`config.mk`:
```
export PLATFORM = sky130hd
export DESIGN_NAME = tcd_detect
export DESIGN_NICKNAME = d
export VERILOG_FILES = /design/src/rtl/core/tcd_pkg.sv /design/src/rtl/core/tcd_detect.sv
export SDC_FILE = /design/constraint.sdc
export NUM_CORES = 1
export LEC_CHECK = 0
export BUFFER_PORTS_ARGS = -buffer_cell sky130_fd_sc_hd__buf_4
export CAP_MARGIN = 20
export CELL_PAD_IN_SITES_DETAIL_PLACEMENT = 0
export CELL_PAD_IN_SITES_GLOBAL_PLACEMENT = 2
export CORE_AREA = 2 2 109 111
export CTS_CLUSTER_SIZE = 40
export DETAILED_ROUTE_END_ITERATION = 16
export DIE_AREA = 0 0 111 113
export GPL_ROUTABILITY_DRIVEN = 0
export PLACE_DENSITY = 0.79
export SKIP_LAST_GASP = 1
export SYNTH_ARGS = -nofsm -noshare
export SYNTH_HDL_FRONTEND = slang
export SYNTH_SLANG_ARGS = --single-unit
```
`constraint.sdc`:
```
create_clock -name clk -period 4.2 [get_ports clk]
set_input_delay 0.84 -clock clk [delete_from_list [all_inputs] [get_ports clk]]
set_output_delay 0.84 -clock clk [all_outputs]
set_load 0.1 [all_outputs]
```
`src/rtl/core/tcd_pkg.sv`:
```
package tcd_pkg;

    // Fixed field widths
    localparam int SLOT_W = 10;
    localparam int CFG_W  = 11;
    localparam int CNT_W  = 11;
    localparam int POS_W  = 10;
    localparam int CFG_INDEX_W = 2;

    // Parameter defaults
    localparam int NUM_SLOTS_DEF    = 1024;
    localparam int VOLTAGE_BITS_DEF = 32;

    // Register reset values
    localparam logic [CFG_W-1:0] ACTIVE_SLOTS_RST = '0;
    localparam logic [CFG_W-1:0] HIT_CAPACITY_RST = CFG_W'(1024);

    // Configuration register indexes
    localparam logic [CFG_INDEX_W-1:0] CFG_ACTIVE_SLOTS = 2'd0;
    localparam logic [CFG_INDEX_W-1:0] CFG_HIT_CAPACITY = 2'd1;

    typedef enum logic [1:0] {
        OP_LOAD   = 2'd0,
        OP_SAMPLE = 2'd1,
        OP_RESEED = 2'd2,
        OP_NONE   = 2'd3
    } op_t;

    // Slot table write enables
    typedef struct packed {
        logic thr_we;
        logic flag_we;
    } wr_ctl_t;

endpackage

```
`src/rtl/core/tcd_detect.sv`:
```
module tcd_detect #(
    parameter int NUM_SLOTS    = tcd_pkg::NUM_SLOTS_DEF,
    parameter int VOLTAGE_BITS = tcd_pkg::VOLTAGE_BITS_DEF
) (
    input  logic                          clk,
    input  logic                          rst_n,
    input  logic                          item_valid,
    input  tcd_pkg::op_t                  item_op,
    input  logic [tcd_pkg::SLOT_W-1:0]    item_slot,
    input  logic signed [VOLTAGE_BITS-1:0] item_voltage,
    input  logic                          item_scan_start,
    input  logic                          item_initial_flag,
    input  logic signed [VOLTAGE_BITS-1:0] cur_thr,
    input  logic                          cur_flag,
    input  logic [tcd_pkg::CFG_W-1:0]     active_slots,
    input  logic [tcd_pkg::CFG_W-1:0]     hit_capacity,
    output tcd_pkg::wr_ctl_t              wr_ctl,
    output logic                          wr_flag,
    output logic                          res_hit,
    output logic [tcd_pkg::POS_W-1:0]     res_position,
    output logic                          res_overflow,
    output logic                          res_slot_error,
    output logic [tcd_pkg::CNT_W-1:0]     res_count
);
    import tcd_pkg::*;

    localparam int NS_W = $clog2(NUM_SLOTS + 1);
    localparam int CW   = (CFG_W > NS_W) ? CFG_W : NS_W;
    localparam logic [CW-1:0] NUM_SLOTS_CW = CW'(NUM_SLOTS);

    logic [CNT_W-1:0] cnt_reg;
    logic [CNT_W-1:0] cnt_next;
    logic [CNT_W-1:0] cnt_base;
    logic [CW-1:0]    eff_active;
    logic [CW-1:0]    eff_capacity;
    logic             above;
    logic             crossing;
    logic             room;

    always_comb
    begin
        eff_active   = (CW'(active_slots) > NUM_SLOTS_CW) ? NUM_SLOTS_CW : CW'(active_slots);
        eff_capacity = (CW'(hit_capacity) > NUM_SLOTS_CW) ? NUM_SLOTS_CW : CW'(hit_capacity);
        cnt_base     = item_scan_start ? '0 : cnt_reg;
        above        = item_voltage > cur_thr;
        room         = CW'(cnt_base) < eff_capacity;
        crossing     = 1'b0;

        wr_ctl         = '0;
        wr_flag        = 1'b0;
        res_slot_error = CW'(item_slot) >= eff_active;

        if (item_valid && !res_slot_error)
        begin
            unique case (item_op)
                OP_LOAD:
                begin
                    wr_ctl.thr_we  = 1'b1;
                    wr_ctl.flag_we = 1'b1;
                    wr_flag        = item_initial_flag;
                end
                OP_SAMPLE:
                begin
                    wr_ctl.flag_we = 1'b1;
                    wr_flag        = above;
                    crossing       = above && !cur_flag;
                end
                OP_RESEED:
                begin
                    wr_ctl.flag_we = 1'b1;
                    wr_flag        = above;
                end
                default:
                begin
                    wr_ctl = '0;
                end
            endcase
        end

        res_hit      = crossing && room;
        res_overflow = crossing && !room;
        res_position = res_hit ? cnt_base[POS_W-1:0] : '0;
        res_count    = res_hit ? cnt_base + CNT_W'(1) : cnt_base;
        cnt_next     = item_valid ? res_count : cnt_reg;
    end

    always_ff @(posedge clk or negedge rst_n)
    begin
        if (!rst_n)
        begin
            cnt_reg <= '0;
        end
        else
        begin
            cnt_reg <= cnt_next;
        end
    end

endmodule

```
======== Yosys cells after proc, flatten, opt, wreduce, memory -nomap -nowiden ========
Index checks and enable logic that the tools add are counted.
storage, ports and cells
  word-level logic and storage cells ...... 31
  output and inout bits ................... 27
  bits in registers ....................... 11
operators by class
  mux-type cells .......................... 12
  equal/unequal tests ..................... 2
  add/sub/neg operators ................... 1
  $lt $le $gt $ge ......................... 5
  reduce and logical (&&, ||, !) cells .... 10
operators with widths
  kind                     count
  $mux W11                 4
  $gt A32 B32 Y1           1
  $gt A11 B11 Y1 const B   2
  $add A11 B1 Y11 const B  1
  $ge A10 B11 Y1           1
  $lt A11 B11 Y1           1
  $mux W10                 1
  $mux W1                  5
  $logic_and A1 B1 Y1      4
  $logic_not A1 Y1         3
  $reduce_or A3 Y1         1
  $eq A2 B1 Y1 const B     1
  $eq A2 B2 Y1 const B     1
  $logic_not A2 Y1         1
  $mux W2                  1
  $pmux W1 S2              1
  $reduce_or A2 Y1         1

======== Longest topological paths before layout ========
  depth after elaboration ................. 8
  mapped depth ............................ 13

======== Least setup slack after synthesis ========
No wires, ideal clock.
  path kind ............................... input to output
  start ................................... input active_slots[10] in the netlist's numbering
  end ..................................... output res_position[9] in the netlist's numbering
  required time ........................... 3.360 ns
  path buffers ............................ 2
  arrival time ............................ 4.791 ns
  slack ................................... -1.431 ns
  cell stages on the path ................. 11
  path through ............................ clkbuf_1 -> nand2b_1 -> ha_1 -> a21oi_1 -> a2bb2oi_1 -> a21oi_1 -> a211o_1 -> nand4bb_1 -> or3_4 -> buf_6 -> nor3_1
between the ends
  cells in the longest elaborated chain, start to end .. 8
RTL lines
  what                     RTL line          text
  from (decl)              tcd_detect.sv:15  input logic [tcd_pkg::CFG_W-1:0] active_slots,
  $gt A11 B11 Y1           tcd_detect.sv:42  eff_active = (CW'(active_slots) > NUM_SLOTS_CW) ? NUM_SLOTS_CW : CW'(active_slots);
  $mux W11 (*)             tcd_detect.sv:42
  $ge A10 B11 Y1 (*)       tcd_detect.sv:51  res_slot_error = CW'(item_slot) >= eff_active;
  $logic_not A1 Y1 (*)     tcd_detect.sv:53  if (item_valid && !res_slot_error)
  $logic_and A1 B1 Y1 (*)  tcd_detect.sv:53
  $mux W1 (*)              tcd_detect.sv:53
  $logic_and A1 B1 Y1 (*)  tcd_detect.sv:80  res_hit = crossing && room;
  $mux W10 (*)             tcd_detect.sv:82  res_position = res_hit ? cnt_base[POS_W-1:0] : '0;
  to (decl)                tcd_detect.sv:20  output logic [tcd_pkg::POS_W-1:0] res_position,
Mark *: on every way between the ends. The rest lies on a longest branch, timed or not.

======== Final worst setup path ========
  start ................................... input active_slots[10] in the netlist's numbering
  end ..................................... output res_count[4] in the netlist's numbering
between the ends
  cells in the longest elaborated chain, start to end .. 8
RTL lines
  what                     RTL line          text
  $gt A11 B11 Y1           tcd_detect.sv:42
  $mux W11 (*)             tcd_detect.sv:42
  $ge A10 B11 Y1 (*)       tcd_detect.sv:51
  $logic_not A1 Y1 (*)     tcd_detect.sv:53
  $logic_and A1 B1 Y1 (*)  tcd_detect.sv:53
  $mux W1 (*)              tcd_detect.sv:53
  $logic_and A1 B1 Y1 (*)  tcd_detect.sv:80
  $mux W11 (*)             tcd_detect.sv:83  res_count = res_hit ? cnt_base + CNT_W'(1) : cnt_base;
  to (decl)                tcd_detect.sv:23  output logic [tcd_pkg::CNT_W-1:0] res_count
Marked as above.

==> results.yml <==
clocking:
  cts_made_buffers: 3
  cts_tree: "yes"
  htree_num_levels: 1
  insertion_delay_ps: 240
  hold_buffers: 0
  clkSinkCount: 11
  clk_pin_slew_ps: 40
  clockBufferDepth: 2
  root_buffer: "clkbuf_16"
synthesis:
  synth.area.top_cells: "ha_1 (31%), dfrtp_1 (12%), inv_1 (7.7%)"
  yosysMostFrequentCell: "ha_1"
  postSynthAreaPerCell_um2: 7.89
  synth_top_cell_by_area: "ha_1"
  syn-num-nets: 459
  synth_ff_type: "dfrtp_1"
  synth_top_area_share_pct: 31.0
  yosysUniqueCellTypes: 53
  synth_area_mm2: 0.00234
  synth_edf_count: 0
  synth_warnings: 0
  async_flop_share_pct: 100
  netlist_instances: 297
  ys_top_cells_by_count: "ha_1 (58), inv_1 (48), nand2_1 (22)"
  synth_seq_cells: 11
  synth_seq_area_share_pct: 11.7
sta:
  whs_ps: 432
  fin_skew_ps: 3.62
  period_minus_slack_ps: 4370
  tightest_slew_ps: 378
  fin_crit_sh_pct: 104
  finalSetupViolCount: 10
  drv_slew: 0
  tns_ps: -754
  clock.fmax_mhz: 229
  rsz0062_at_grt: "true"
  slew_headroom_pct: 74.8
  finalHoldViolations: 0
  worst_slack_ps: -171
power_and_ir_drop:
  power_density_mw_per_mm2: 132
  power_mw: 0.678
  worst_ir_drop_vdd_v: 0.0000972
  leakagePower_nw: 2.62
critical_path:
  path_common_cell: "buf_12"
  rrSetupSlack_ps: 1140
  worstRegToRegCells: 13
  slowest_stage: "or4_4"
  required_ps: 3360
  rr_endpoint: "cnt_reg[7]"
  arrival_ps: 3530
  path_cells: "buf_12, nand2b_4, ha_4, a21o_1, a2bb2oi_2, a21oi_2, a211o_1, nand4bb_4, or3_4, buf_12, or4_4, nand2_8, buf_12"
  r2r-start: "cnt_reg[4]"
  max_stage_delay_ps: 460
  cp-start-kind: "input port"
  critPathKind: "in -> out"
  endpoint_kind: "output port"
  crit_path_max_fanout: 6
floorplan:
  num_io_pins: 131
  core_area_mm2: 0.0113
  num_rows: 39
  die_area_mm2: 0.0125
  start_util_pct: 20.8
  die_width_um: 111
  die_h_um: 113
finish:
  drive_gt1_share_pct: 59.6
  fin_util_pct: 45.5
  fin_nets: 673
  multi_input_area_mm2: 0.00245
  seqCellArea_um2: 275
  n_antenna_cell: 0
  fill_cells: 1072
  largest_reg_flops: 11
  design_area_mm2: 0.00513
  syn_to_final_growth_pct: 119
  final_cells: 653
route:
  antenna_left: 0
  drc: 0
  wire_per_inst_um: 13.3
  viasPerCell: 4.43
  drt-total-wl_um: 8710
  firstDrtPassIters: 4
  vias: 2890
  drt_first_iter_violations: 39
status:
  status: "complete, but fails checks"
  violations: "negative setup slack"
flow_run:
  cap_violations: 0
placed_design:
  postPlaceCellArea_mm2: 0.00415
  post-dp-hpwl_um: 7120
  place_inst: 617
  port_buffers: 130
  dpl_worst_slack_ps: -346
global_route:
  grt_max_degree: 12
  gr-usage-all-layers_pct: 13.4
  grt_overflow: 0
  antenna_found_initial: 0
  grt_pass1_wl_um: 14000
  grt_pass1_vias: 3067
min_path:
  hp-class: "in -> async"
==> layer usage <==
| metal | global-route usage, % | up-vias | wire (µm) |
|---|---|---|---|
| met4 | 3.92 | 0 | 146 |
| met5 | 0 | - | 0 |
| met3 | 2.41 | 12 | 518 |
| li1 | - | 1479 | - |
| met2 | 24.6 | 103 | 4430 |
| met1 | 16.1 | 1296 | 3610 |
==> worst max-delay path, delay by kind of cell <==
family	cells	cell delay, ps
and+or+nand+nor	5	1370
AOI/OAI and AO/OA	4	650
buffers and inverters	3	420
adders and majority gates	1	240
==> report_power, final <==
group | switching (mW) | leakage [nW] | internal [mW] | total (mW)
clock | 0.0504 | 0.0382 | 0.128 | 0.178
sequential | 0.00246 | 0.153 | 0.109 | 0.112
combinational | 0.175 | 2.42 | 0.213 | 0.388
==> cells by family (layout without fill, tap and decap cells) <==
family / count (synthesis) / after routing / synth area share (%)
AOI/OAI and AO/OA: 60 / 60 / 18.8
xor gates and xnor gates: 7 / 7 / 2.62
adders and majority gates: 58 / 58 / 31.0
buffers and inverters: 54 / 267 / 9.13
DFF: 11 / 11 / 11.7
muxes: 4 / 4 / 1.92
and+or+nand+nor: 103 / 103 / 24.8
==> area by class of cell <==
type,count,share of cell area [%]
clock buffer,4,1.54
multi-input combinational,232,47.7
timing repair buffer,214,38.2
sequential,11,5.36
inverter,49,3.78
tap,143,3.49
==> repair_timing <==
action / in CTS / in global routing
buffers inserted: 24 / 9
pin swaps: 21 / 27
endpoints found under the hold margin: 0 / 0
gates resized for setup: 81 / 56
setup endpoints to repair: 22 / 24
cloned: 1 / 0
==> worst max path at each step <==
stage / slack, ps / to / cells after the start / start
6_report: -170 / res_count[4] / 13 / active_slots[10]
5_1_grt: -270 / res_count[4] / 13 / cur_thr[30]
4_1_cts: -160 / res_count[4] / 15 / item_scan_start
3_5_place_dp: -350 / res_count[4] / 12 / item_voltage[30]
3_3_place_gp: -320 / res_count[4] / 12 / active_slots[10]
2_1_floorplan: -170 / res_position[2] / 11 / active_slots[10]
==> cell usage in the layout, fill, tap and decap left out, types with 3 or more instances in the layout <==
| cell | n |
|---|---|
| a21oi_2 | 4 |
| o211ai_1 | 3 |
| nor2_1 | 6 |
| xor2_4 | 3 |
| xnor2_4 | 4 |
| buf_12 | 23 |
| dfrtp_1 | 11 |
| nand2b_4 | 6 |
| mux2_2 | 4 |
| a21o_1 | 8 |
| buf_4 | 178 |
| nand2b_1 | 4 |
| clkbuf_16 | 3 |
| ha_4 | 13 |
| a21oi_1 | 15 |
| and2b_1 | 3 |
| nand3_1 | 10 |
| nor2b_1 | 4 |
| and3_1 | 3 |
| and2_4 | 10 |
| buf_6 | 12 |
| inv_1 | 44 |
| nand2_1 | 20 |
| ha_1 | 44 |
| nand4_1 | 8 |
(Power assumes the default switching activity.)
